===== config.mk =====
export PLATFORM = sky130hd
export DESIGN_NAME = echo_seeking_head_sweep_flat
export DESIGN_NICKNAME = d
export VERILOG_FILES = /design/src/rtl/core/eshs_pkg.sv /design/src/rtl/core/eshs_in_if.sv /design/src/rtl/core/eshs_out_if.sv /design/src/rtl/core/echo_seeking_head_sweep.sv /design/src/flat_wrapper.sv
export SDC_FILE = /design/constraint.sdc
export NUM_CORES = 1
export LEC_CHECK = 0
export ABC_AREA = 1
export BUFFER_PORTS_ARGS = -buffer_cell sky130_fd_sc_hd__clkbuf_2
export CORE_ASPECT_RATIO = 1.4
export CORE_UTILIZATION = 64
export DETAILED_ROUTE_END_ITERATION = 10
export MAX_ROUTING_LAYER = met4
export PLACE_DENSITY = 0.93
export SYNTH_ARGS = -nofsm -noshare
export SYNTH_HDL_FRONTEND = slang
export SYNTH_SLANG_ARGS = --single-unit

===== constraint.sdc =====
create_clock -name i_clk -period 9.01 [get_ports i_clk]
set_clock_uncertainty 0.05 [all_clocks]
set_input_delay 2.703 -clock i_clk [delete_from_list [all_inputs] [get_ports i_clk]]
set_output_delay 2.703 -clock i_clk [all_outputs]
set_load 0.05 [all_outputs]

===== src/rtl/core/eshs_pkg.sv =====
// shared types and constants for the echo-seeking head sweep
// no dependencies; used by the channel interfaces and the top level
package eshs_pkg;

    // field widths fixed by the item formats
    localparam int DIST_W  = 14;
    localparam int ANGLE_W = 8;
    localparam int STEP_W  = 9;
    localparam int SUM_W   = 10;
    localparam int CFG_W   = 16;

    typedef logic [DIST_W-1:0]         t_dist;
    typedef logic signed [ANGLE_W-1:0] t_angle;
    typedef logic signed [STEP_W-1:0]  t_step;
    typedef logic signed [SUM_W-1:0]   t_angle_sum;

    // request kinds
    typedef enum logic [1:0] {
        ACT_TICK  = 2'd0,
        ACT_ALIGN = 2'd1,
        ACT_SCAN  = 2'd2,
        ACT_ECHO  = 2'd3
    } t_action;

    // operating mode of the head
    typedef enum logic [1:0] {
        MODE_MONITOR = 2'd0,
        MODE_ALIGN   = 2'd1,
        MODE_SCAN    = 2'd2
    } t_mode;

    // configuration register indexes
    typedef enum logic [1:0] {
        CFG_SACCADE_SPAN      = 2'd0,
        CFG_SACCADE_PERIOD    = 2'd1,
        CFG_MONITOR_PERIOD    = 2'd2,
        CFG_MONITOR_VARIATION = 2'd3
    } t_cfg_idx;

    // distance mm = floor(us * 0.1657), done as us * ceil(0.1657 * 2^32) >> 32
    // exact for every 14-bit pulse width
    localparam int              RECIP_W    = 30;
    localparam logic [29:0]     DIST_RECIP = 30'd711676081;
    localparam int              DIST_SHIFT = 32;
    localparam int              PROD_W     = DIST_W + RECIP_W;

    // distance seeds used when alignment starts
    localparam t_dist PEN_START  = 14'd1;
    localparam t_dist PREV_START = 14'd10001;

    // reset values of the configuration registers
    localparam logic [6:0]        SPAN_RST      = 7'd10;
    localparam logic [CFG_W-1:0]  SACC_PER_RST  = 16'd100;
    localparam logic [CFG_W-1:0]  MON_PER_RST   = 16'd200;
    localparam t_dist             MON_VAR_RST   = 14'd50;

endpackage


===== src/rtl/core/eshs_in_if.sv =====
// input channel: one request per handshake (action code and echo width)
// depends on eshs_pkg
interface eshs_in_if;
    import eshs_pkg::*;

    logic    valid;
    logic    ready;
    t_action action;
    t_dist   echo_us;

    modport source (output valid, action, echo_us, input ready);
    modport sink   (input valid, action, echo_us, output ready);
endinterface


===== src/rtl/core/eshs_out_if.sv =====
// result channel: head state and scan sample after each request
// depends on eshs_pkg
interface eshs_out_if;
    import eshs_pkg::*;

    logic       valid;
    logic       ready;
    logic       measure_request;
    logic       servo_write;
    t_angle     servo_angle;
    logic       aligning;
    logic       scanning;
    t_dist      min_distance;
    logic       sample_valid;
    logic [6:0] sample_index;
    t_angle     sample_angle;
    t_dist      sample_distance;

    modport source (
        output valid, measure_request, servo_write, servo_angle, aligning, scanning,
               min_distance, sample_valid, sample_index, sample_angle, sample_distance,
        input  ready
    );
    modport sink (
        input  valid, measure_request, servo_write, servo_angle, aligning, scanning,
               min_distance, sample_valid, sample_index, sample_angle, sample_distance,
        output ready
    );
endinterface


===== src/rtl/core/echo_seeking_head_sweep.sv =====
// Echo-seeking head sweep: one request in, one result out. Throughput is one request per
// clock while the sink keeps up. The first register holds the request with the echo width
// already converted to millimetres (one 14x30 multiply in front of it); the second stage
// applies the tick, start or echo step to the mode state and loads the result register.
// The result register holds while the sink stalls, and the input register keeps taking a
// request as long as it is empty or moving on. Write configuration only while idle.
// depends on eshs_pkg, eshs_in_if, eshs_out_if
module echo_seeking_head_sweep #(
    parameter int ANGLE_LIMIT  = 90,
    parameter int SCAN_POINTS  = 128,
    parameter int FAR_DISTANCE = 10000
) (
    input  logic                      i_clk,
    input  logic                      i_rst_n,
    input  logic                      i_cfg_we,
    input  eshs_pkg::t_cfg_idx        i_cfg_idx,
    input  logic [eshs_pkg::CFG_W-1:0] i_cfg_data,
    eshs_in_if.sink                   i_item,
    eshs_out_if.source                o_result
);
    import eshs_pkg::*;

    localparam int         PW     = $clog2(SCAN_POINTS);
    localparam t_angle_sum LIM    = SUM_W'(ANGLE_LIMIT);
    localparam t_angle     LIM_A  = ANGLE_W'(ANGLE_LIMIT);
    localparam t_dist      FAR    = DIST_W'(FAR_DISTANCE);
    localparam logic [PW-1:0] POS_LAST = PW'(SCAN_POINTS - 1);

    typedef struct packed {
        logic       measure_request;
        logic       servo_write;
        t_angle     servo_angle;
        logic       aligning;
        logic       scanning;
        t_dist      min_distance;
        logic       sample_valid;
        logic [6:0] sample_index;
        t_angle     sample_angle;
        t_dist      sample_distance;
    } t_result;

    // configuration
    logic [6:0]       r_span;
    logic [CFG_W-1:0] r_sacc_per;
    logic [CFG_W-1:0] r_mon_per;
    t_dist            r_mon_var;

    // pipeline control and payload
    logic    r_s1_vld;
    t_action r_s1_action;
    t_dist   r_s1_dist;
    logic    r_out_vld;
    t_result r_out;
    logic    out_free;
    logic    advance;
    logic    take_in;

    // head state
    t_mode         r_mode, n_mode;
    logic          r_await, n_await;
    logic [CFG_W-1:0] r_elapsed, n_elapsed;
    logic          r_wim, n_wim;
    t_angle        r_head, n_head;
    t_step         r_step, n_step;
    logic [1:0]    r_sc, n_sc;
    t_dist         r_prev, n_prev;
    t_dist         r_pen, n_pen;
    t_dist         r_best, n_best;
    t_angle        r_best_ang, n_best_ang;
    logic [PW-1:0] r_pos, n_pos;

    // per-request flags from the step logic
    logic    n_servo_wr;
    logic    n_sample;
    t_result n_result;

    // datapath helpers
    logic [PROD_W-1:0] dist_prod;
    t_dist             dist_raw;
    t_dist             dist_mm;
    logic [1:0]        sc_inc;
    t_angle_sum        sum_fwd;
    t_angle_sum        sum_rev;
    t_angle            turn_fwd;
    t_angle            turn_rev;
    t_step             span2;
    logic [CFG_W-1:0]  period;
    t_dist             drift;
    logic              head_at_lim;
    logic              scan_out;

    function automatic t_angle clamp_angle(input t_angle_sum a);
        t_angle res;
        if (a > LIM) begin
            res = LIM_A;
        end else if (a < -LIM) begin
            res = -LIM_A;
        end else begin
            res = ANGLE_W'(a);
        end
        return res;
    endfunction

    // echo width to millimetres, a zero result (timeout or very short pulse) reads as far away
    assign dist_prod = PROD_W'(i_item.echo_us) * PROD_W'(DIST_RECIP);
    assign dist_raw  = DIST_W'(dist_prod[PROD_W-1:DIST_SHIFT]);
    assign dist_mm   = (dist_raw == '0) ? FAR : dist_raw;

    // handshake
    assign out_free     = !r_out_vld || o_result.ready;
    assign advance      = r_s1_vld && out_free;
    assign i_item.ready = !r_s1_vld || advance;
    assign take_in      = i_item.valid && i_item.ready;

    // shared step terms
    assign sc_inc      = (r_sc == 2'd3) ? r_sc : r_sc + 2'd1;
    assign sum_fwd     = SUM_W'(r_head) + SUM_W'(r_step);
    assign sum_rev     = SUM_W'(r_head) - SUM_W'(r_step);
    assign turn_fwd    = clamp_angle(sum_fwd);
    assign turn_rev    = clamp_angle(sum_rev);
    assign span2       = STEP_W'({r_span, 1'b0});
    assign period      = r_wim ? r_mon_per : r_sacc_per;
    assign drift       = (r_s1_dist >= r_best) ? r_s1_dist - r_best : r_best - r_s1_dist;
    assign head_at_lim = (SUM_W'(r_head) <= -LIM) || (SUM_W'(r_head) >= LIM);
    assign scan_out    = (sum_fwd > LIM) || (sum_fwd < -LIM);

    // next state
    always_comb begin
        n_mode     = r_mode;
        n_await    = r_await;
        n_elapsed  = r_elapsed;
        n_wim      = r_wim;
        n_head     = r_head;
        n_step     = r_step;
        n_sc       = r_sc;
        n_prev     = r_prev;
        n_pen      = r_pen;
        n_best     = r_best;
        n_best_ang = r_best_ang;
        n_pos      = r_pos;
        n_servo_wr = 1'b0;
        n_sample   = 1'b0;
        case (r_s1_action)
            ACT_TICK: begin
                if (!r_await) begin
                    if (r_elapsed >= period) begin
                        n_await = 1'b1;
                    end else begin
                        n_elapsed = r_elapsed + 1'b1;
                    end
                end
            end
            ACT_ALIGN: begin
                n_mode    = MODE_ALIGN;
                n_pen     = PEN_START;
                n_prev    = PREV_START;
                n_step    = STEP_W'(r_span);
                n_sc      = '0;
                n_elapsed = '0;
                n_wim     = 1'b0;
                n_await   = 1'b0;
            end
            ACT_SCAN: begin
                n_mode     = MODE_SCAN;
                n_best     = FAR;
                if (r_head > 0) begin
                    n_best_ang = LIM_A;
                    n_step     = -span2;
                end else begin
                    n_best_ang = -LIM_A;
                    n_step     = span2;
                end
                n_head     = n_best_ang;
                n_servo_wr = 1'b1;
                n_elapsed  = '0;
                n_wim      = 1'b0;
                n_await    = 1'b0;
                n_sc       = '0;
                n_pos      = '0;
            end
            ACT_ECHO: begin
                if (r_await) begin
                    n_elapsed = '0;
                    n_await   = 1'b0;
                    case (r_mode)
                        // hill-climb toward the nearest echo
                        MODE_ALIGN: begin
                            n_sc  = sc_inc;
                            n_wim = 1'b0;
                            if (r_prev > r_s1_dist) begin
                                if (head_at_lim) begin
                                    if (sc_inc > 2'd1) begin
                                        n_best = r_s1_dist;
                                        n_mode = MODE_MONITOR;
                                        n_wim  = 1'b1;
                                    end else begin
                                        n_step     = -r_step;
                                        n_head     = turn_rev;
                                        n_servo_wr = 1'b1;
                                    end
                                end else begin
                                    n_head     = turn_fwd;
                                    n_servo_wr = 1'b1;
                                end
                            end else begin
                                n_step     = -r_step;
                                n_head     = turn_rev;
                                n_servo_wr = 1'b1;
                                if (r_pen >= r_prev && sc_inc > 2'd2) begin
                                    n_best = r_prev;
                                    n_mode = MODE_MONITOR;
                                    n_wim  = 1'b1;
                                end
                            end
                            n_pen  = r_prev;
                            n_prev = r_s1_dist;
                        end
                        // sweep one step and keep the closest angle
                        MODE_SCAN: begin
                            n_sc     = sc_inc;
                            n_wim    = 1'b0;
                            n_sample = 1'b1;
                            if (r_s1_dist < r_best) begin
                                n_best     = r_s1_dist;
                                n_best_ang = r_head;
                            end
                            n_pos = (r_pos == POS_LAST) ? '0 : r_pos + 1'b1;
                            if (scan_out) begin
                                n_mode = MODE_MONITOR;
                                n_wim  = 1'b1;
                                n_head = n_best_ang;
                            end else begin
                                n_head = turn_fwd;
                            end
                            n_servo_wr = 1'b1;
                        end
                        // watch for drift, restart alignment past the limit
                        default: begin
                            n_wim = 1'b1;
                            if (drift > r_mon_var) begin
                                n_mode = MODE_ALIGN;
                                n_pen  = PEN_START;
                                n_prev = PREV_START;
                                n_step = STEP_W'(r_span);
                                n_sc   = '0;
                                n_wim  = 1'b0;
                            end
                        end
                    endcase
                end
            end
            default: begin
                n_mode = r_mode;
            end
        endcase
    end

    // result fields
    always_comb begin
        n_result.measure_request = n_await;
        n_result.servo_write     = n_servo_wr;
        n_result.servo_angle     = n_head;
        n_result.aligning        = (n_mode == MODE_ALIGN);
        n_result.scanning        = (n_mode == MODE_SCAN);
        n_result.min_distance    = n_best;
        n_result.sample_valid    = n_sample;
        n_result.sample_index    = n_sample ? 7'(r_pos) : '0;
        n_result.sample_angle    = n_sample ? r_head : '0;
        n_result.sample_distance = n_sample ? r_s1_dist : '0;
    end

    // configuration registers
    always_ff @(posedge i_clk) begin
        if (!i_rst_n) begin
            r_span     <= SPAN_RST;
            r_sacc_per <= SACC_PER_RST;
            r_mon_per  <= MON_PER_RST;
            r_mon_var  <= MON_VAR_RST;
        end else if (i_cfg_we) begin
            case (i_cfg_idx)
                CFG_SACCADE_SPAN:      r_span     <= i_cfg_data[6:0];
                CFG_SACCADE_PERIOD:    r_sacc_per <= i_cfg_data;
                CFG_MONITOR_PERIOD:    r_mon_per  <= i_cfg_data;
                CFG_MONITOR_VARIATION: r_mon_var  <= i_cfg_data[DIST_W-1:0];
                default:               r_span     <= r_span;
            endcase
        end
    end

    // input register
    always_ff @(posedge i_clk) begin
        if (!i_rst_n) begin
            r_s1_vld <= 1'b0;
        end else if (take_in) begin
            r_s1_vld <= 1'b1;
        end else if (advance) begin
            r_s1_vld <= 1'b0;
        end
    end

    always_ff @(posedge i_clk) begin
        if (take_in) begin
            r_s1_action <= i_item.action;
            r_s1_dist   <= dist_mm;
        end
    end

    // mode state
    always_ff @(posedge i_clk) begin
        if (!i_rst_n) begin
            r_mode     <= MODE_MONITOR;
            r_await    <= 1'b0;
            r_elapsed  <= '0;
            r_wim      <= 1'b0;
            r_head     <= '0;
            r_step     <= STEP_W'(SPAN_RST);
            r_sc       <= '0;
            r_prev     <= DIST_W'(1);
            r_pen      <= '0;
            r_best     <= '0;
            r_best_ang <= '0;
            r_pos      <= '0;
        end else if (advance) begin
            r_mode     <= n_mode;
            r_await    <= n_await;
            r_elapsed  <= n_elapsed;
            r_wim      <= n_wim;
            r_head     <= n_head;
            r_step     <= n_step;
            r_sc       <= n_sc;
            r_prev     <= n_prev;
            r_pen      <= n_pen;
            r_best     <= n_best;
            r_best_ang <= n_best_ang;
            r_pos      <= n_pos;
        end
    end

    // result register
    always_ff @(posedge i_clk) begin
        if (!i_rst_n) begin
            r_out_vld <= 1'b0;
        end else if (advance) begin
            r_out_vld <= 1'b1;
        end else if (o_result.ready) begin
            r_out_vld <= 1'b0;
        end
    end

    always_ff @(posedge i_clk) begin
        if (advance) begin
            r_out <= n_result;
        end
    end

    assign o_result.valid           = r_out_vld;
    assign o_result.measure_request = r_out.measure_request;
    assign o_result.servo_write     = r_out.servo_write;
    assign o_result.servo_angle     = r_out.servo_angle;
    assign o_result.aligning        = r_out.aligning;
    assign o_result.scanning        = r_out.scanning;
    assign o_result.min_distance    = r_out.min_distance;
    assign o_result.sample_valid    = r_out.sample_valid;
    assign o_result.sample_index    = r_out.sample_index;
    assign o_result.sample_angle    = r_out.sample_angle;
    assign o_result.sample_distance = r_out.sample_distance;

endmodule


===== src/flat_wrapper.sv =====
// flat-port wrapper written by rule: the top's interface ports become plain ports
module echo_seeking_head_sweep_flat import eshs_pkg::*;
#(
    parameter int ANGLE_LIMIT  = 90,
    parameter int SCAN_POINTS  = 128,
    parameter int FAR_DISTANCE = 10000
)
  (i_clk, i_rst_n, i_cfg_we, i_cfg_idx, i_cfg_data, i_item_valid, i_item_action, i_item_echo_us, i_item_ready, o_result_valid, o_result_measure_request, o_result_servo_write, o_result_servo_angle, o_result_aligning, o_result_scanning, o_result_min_distance, o_result_sample_valid, o_result_sample_index, o_result_sample_angle, o_result_sample_distance, o_result_ready);
  eshs_in_if i_item_i ();
  eshs_out_if o_result_i ();
  input  logic i_clk;
  input  logic i_rst_n;
  input  logic i_cfg_we;
  input  eshs_pkg::t_cfg_idx i_cfg_idx;
  input  logic [eshs_pkg::CFG_W-1:0] i_cfg_data;
  input wire logic [$bits(i_item_i.valid)-1:0] i_item_valid;
  input wire logic [$bits(i_item_i.action)-1:0] i_item_action;
  input wire logic [$bits(i_item_i.echo_us)-1:0] i_item_echo_us;
  output wire logic [$bits(i_item_i.ready)-1:0] i_item_ready;
  output wire logic [$bits(o_result_i.valid)-1:0] o_result_valid;
  output wire logic [$bits(o_result_i.measure_request)-1:0] o_result_measure_request;
  output wire logic [$bits(o_result_i.servo_write)-1:0] o_result_servo_write;
  output wire logic [$bits(o_result_i.servo_angle)-1:0] o_result_servo_angle;
  output wire logic [$bits(o_result_i.aligning)-1:0] o_result_aligning;
  output wire logic [$bits(o_result_i.scanning)-1:0] o_result_scanning;
  output wire logic [$bits(o_result_i.min_distance)-1:0] o_result_min_distance;
  output wire logic [$bits(o_result_i.sample_valid)-1:0] o_result_sample_valid;
  output wire logic [$bits(o_result_i.sample_index)-1:0] o_result_sample_index;
  output wire logic [$bits(o_result_i.sample_angle)-1:0] o_result_sample_angle;
  output wire logic [$bits(o_result_i.sample_distance)-1:0] o_result_sample_distance;
  input wire logic [$bits(o_result_i.ready)-1:0] o_result_ready;
  assign i_item_i.valid = i_item_valid;
  assign i_item_i.action = i_item_action;
  assign i_item_i.echo_us = i_item_echo_us;
  assign i_item_ready = i_item_i.ready;
  assign o_result_valid = o_result_i.valid;
  assign o_result_measure_request = o_result_i.measure_request;
  assign o_result_servo_write = o_result_i.servo_write;
  assign o_result_servo_angle = o_result_i.servo_angle;
  assign o_result_aligning = o_result_i.aligning;
  assign o_result_scanning = o_result_i.scanning;
  assign o_result_min_distance = o_result_i.min_distance;
  assign o_result_sample_valid = o_result_i.sample_valid;
  assign o_result_sample_index = o_result_i.sample_index;
  assign o_result_sample_angle = o_result_i.sample_angle;
  assign o_result_sample_distance = o_result_i.sample_distance;
  assign o_result_i.ready = o_result_ready;
  echo_seeking_head_sweep #(.ANGLE_LIMIT(ANGLE_LIMIT), .SCAN_POINTS(SCAN_POINTS), .FAR_DISTANCE(FAR_DISTANCE)) u_core (.i_clk(i_clk), .i_rst_n(i_rst_n), .i_cfg_we(i_cfg_we), .i_cfg_idx(i_cfg_idx), .i_cfg_data(i_cfg_data), .i_item(i_item_i), .o_result(o_result_i));
endmodule

==> summary.md <==
| Metric | Value |
|---|---|
| Gpl congestion | `1.02` |
| CTS tree | `yes` |
| Hold Path Class | `reg2reg` |
| Largest net degree at the start of global routing | `86` |
| Internal power | `3.07 mW` |
| Post-synth top area share | `16.3%` |
| Avg Inst Size Synth | `7.55 µm²` |
| Ports | `97` |
| Grt met3 use | `3.77%` |
| Fmax | `127 MHz` |
| Most frequent CP cell | `fa_1` |
| Cells after Synth | `2,676` |
| Vias | `19.0k` |
| H-tree depth | `1` |
| Die height | `212 µm` |
| Setup violations, final | `0` |
| Clock sink total | `219` |
| Psw | `3.04 mW` |
| CORE AREA | `0.0309 mm²` |
| Register share of total power | `19.8%` |
| Drt pass-1 iters | `9` |
| Maximum clock path buffer count | `3` |
| Worst Path Arrival | `8250 ps` |
| Sum of negative setup slack | `0 ps` |
| Utilization after layout | `70.0%` |
| Antenna Nets Post-Route | `0` |
| Drc violations | `24` |
| Final Hold Viols | `0` |
| Area Growth Syn to Fin | `7.17%` |
| Flops & latches, synth | `219` |
| Antenna violations before repair | `0` |
| Routed WL per cell | `19.6 µm` |
| Area of the die | `0.0323 mm²` |
| Ant diodes | `0` |
| Port buffer count | `95` |
| Grt total ovfl | `0` |
| Grt peak-use layer | `met2` |
| Synthesized area | `0.0202 mm²` |
| Clock slew at reported path FFs | `70 ps` |
| Sw frac | `49.7%` |
| DP HPWL | `48,500 µm` |
| WP data required | `9370 ps` |
| Total Routing Usage GR | `39.3%` |
| Routed WL | `61,300 µm` |
| CP Cell Sequence | `clkbuf_2, inv_1, ha_1, fa_1, fa_1, inv_1, fa_1, fa_1, fa_1, ha_1, nand2_1, nor2_1, nand2_1, o21ai_0, nand3_1, nand2_1, xnor2_1, inv_1, nor2_1, nor3b_1, nand3_2, nand2_1` |
| Postcts setup bufs | `0` |
| Cell Rows | `76` |
| Power per standard cell area | `282 mW/mm²` |
| M1 GR Usage | `39.7%` |
| Pleak | `10.7 nW` |
| Startpoint class of the critical path | `input pin` |
| Clk_lat worst skew | `540 ps` |
| Post-Syn Nets | `3,089` |
| Met2 GRT Util | `70.3%` |
| Delay-heaviest family, CP | `adder cells` |
| Crit path time final | `7890 ps` |
| Worst-Margin Slew | `1030 ps` |
| Area after DPL | `0.0208 mm²` |
| Failing checks | `design-rule violations` |
| Slew margin rel. | `31.2%` |
| Max Cap Viol | `0` |
| Crit path buf inv count | `4` |
| FFs w/ async S/R, synth | `0%` |
| Main flop type after synthesis | `dfxtp_1` |
| Logic pwr share | `63.6%` |
| Period utilization | `87.6%` |
| Synthesis Warnings | `0` |
| Vias per inst | `6.07` |
| Final Net Count | `3,141` |
| Post-CTS sizing | `0` |
| Crit Path Max Fanout | `9` |
| Root buffer cell | `clkbuf_16` |
| Layout cell share with drive strength beyond 1 | `7.43%` |
| Initial core utilization | `65.3%` |
| DRT iter0 DRCs | `1,793` |
| R2r setup slk | `2650 ps` |
| Die W | `152 µm` |
| RSZ-0062 raised after global routing | `no` |
| CP Class | `in2reg` |
| Total CTS buffers | `22` |
| Post-synth top area cell | `ha_1` |
| Post-route cell area | `0.0216 mm²` |
| Hold_buf cts | `0` |
| Setup crit end kind | `register` |
| Dominant cells by area after synthesis | `ha_1, dfxtp_1, fa_1` |
| Clock power share | `16.5%` |
| Status | `complete, but fails checks` |
| VDD IR max | `187 µV` |
| Register area share after synthesis | `25.2%` |
| CP peak stage delay | `600 ps` |
| EDFF count, synth | `70` |
| Vias in the first global route | `18.9k` |
| First-pass GRT wire length | `96,300 µm` |
| Critical-path top delay cell | `fa_1` |
| Yosys cell types | `60` |
| Slew Viols, Final | `0` |
## placed cells by master (no fill, tap or decap), drive strengths merged, types with 3 or more instances in the layout
cell type | synthesis | routed
clkinv | 4 | 7
o211ai | 15 | 15
a21o | 9 | 9
clkbuf | 41 | 122
a21oi | 254 | 254
xnor2 | 7 | 7
o22ai | 4 | 4
o21a | 5 | 5
clkinvlp | 0 | 3
o21ai | 174 | 174
nand4 | 24 | 24
buf | 34 | 8
mux2i | 16 | 16
dfxtp | 149 | 149
bufinv | 0 | 3
xor2 | 19 | 19
a31oi | 18 | 18
or2 | 5 | 5
o21bai | 10 | 10
a211oi | 14 | 14
nor2 | 201 | 201
edfxtp | 70 | 70
nand3 | 175 | 175
a21boi | 5 | 5
and2 | 3 | 3
nand2 | 531 | 531
nor4 | 11 | 11
ha | 263 | 263
fa | 111 | 111
nor3 | 32 | 32
inv | 447 | 451
a22oi | 10 | 10
## registers in the layout, summed over array words and instances (netlist names), 2 cells and up
register / cells
u_core.o_result.min_distance: 14
u_core.o_result.sample_angle: 8
u_core.o_result.sample_distance: 13
u_core.o_result.sample_index: 7
u_core.o_result.servo_angle: 8
u_core.r_best: 14
u_core.r_best_ang: 8
u_core.r_elapsed: 16
u_core.r_head: 8
u_core.r_mode: 2
u_core.r_mon_per: 16
u_core.r_mon_var: 14
u_core.r_pen: 13
u_core.r_pos: 7
u_core.r_prev: 13
u_core.r_s1_action: 2
u_core.r_s1_dist: 13
u_core.r_sacc_per: 16
u_core.r_sc: 2
u_core.r_span: 7
u_core.r_step: 9
## tightest hold or removal path: stages (launching register included)
cell and delay [ps]:
dfxtp_1 330, nand2_1 50, nand3_1 50
## Yosys cell counts, types with 3 or more instances
cell / instances
or2_2: 5
nor2_1: 194
a31oi_1: 18
nand3_1: 167
buf_1: 4
nand4_1: 24
o21ai_1: 11
nand2_2: 14
nand2_1: 514
a22oi_1: 10
o21a_1: 5
inv_2: 12
nand2_4: 3
xor2_1: 19
clkbuf_1: 40
buf_6: 6
clkinv_1: 4
o21bai_1: 9
dfxtp_1: 149
o211ai_1: 15
a21boi_0: 3
edfxtp_1: 70
a211oi_1: 14
xnor2_1: 7
nor4_1: 11
a21oi_2: 3
nand3_2: 8
buf_2: 18
buf_4: 6
nor2_2: 6
o22ai_1: 4
inv_1: 434
mux2i_1: 16
a21o_1: 9
o21ai_0: 162
a21oi_1: 250
and2_1: 3
fa_1: 111
nor3_1: 30
ha_1: 263
## power groups by stage
| stage | clock network, mW | logic [mW] | registers (mW) |
|---|---|---|---|
| finish | 1.01 | 3.89 | 1.21 |
| global route | 1.05 | 4.34 | 1.22 |
| CTS | 1.01 | 3.82 | 1.21 |
| detailed placement | 0 | 3.77 | 1.23 |
| global placement | 0 | 3.66 | 1.23 |
| floorplan | 0 | 2.75 | 1.24 |
## per-stage QoR
| step | setup slack [ps] | hold WS, ps | power [mW] | std cells |
|---|---|---|---|---|
| floorplan | 1440 | 374 | 3.99 | 2676 |
| global placement | 737 | 384 | 4.89 | 3094 |
| detailed placement | 647 | 400 | 5.00 | 3094 |
| CTS | 1170 | 412 | 6.04 | 3134 |
| global route | 818 | 428 | 6.61 | 3134 |
| finish | 1120 | 415 | 6.11 | 3134 |
## metal layers
layer	part of all wire (%)	vias to the layer above
met5	0	-
met3	6.4	303
met4	8.6	0
li1	-	8908
met1	35	8860
met2	50	949
## layout make-up
type,count,area (µm²)
flip-flops and latches,219,5080
clock inverters,13,166
fillers,2501,9260
clock buffers,27,632
repair buffers,103,536
inverters,451,1700
well taps,390,488
multi-input cells,1931,13000
## worst paths after layout
check | start | cells past startpoint | endpoint
max | i_item_echo_us[12] | 22 | u_core.r_s1_dist[10]
min reg2reg | u_core.r_sacc_per[5] | 2 | u_core.r_sacc_per[5]
min | u_core.r_sacc_per[5] | 2 | u_core.r_sacc_per[5]
max reg2reg | u_core.r_s1_dist[0] | 28 | u_core.r_prev[4]
## kinds of logic (layout without fill, tap and decap cells)
logic type | count (synthesis) | after routing | share of synthesized area (%)
simple gates | 985 | 985 | 20.8
compound gates | 529 | 529 | 14.5
buf+inv | 526 | 594 | 10.3
fa+ha+maj | 374 | 374 | 27.3
flops | 219 | 219 | 25.2
xor+xnor | 26 | 26 | 1.13
mux | 16 | 16 | 0.793
other cells | 1 | 1 | 0.0186
(Power assumes the default switching activity.)
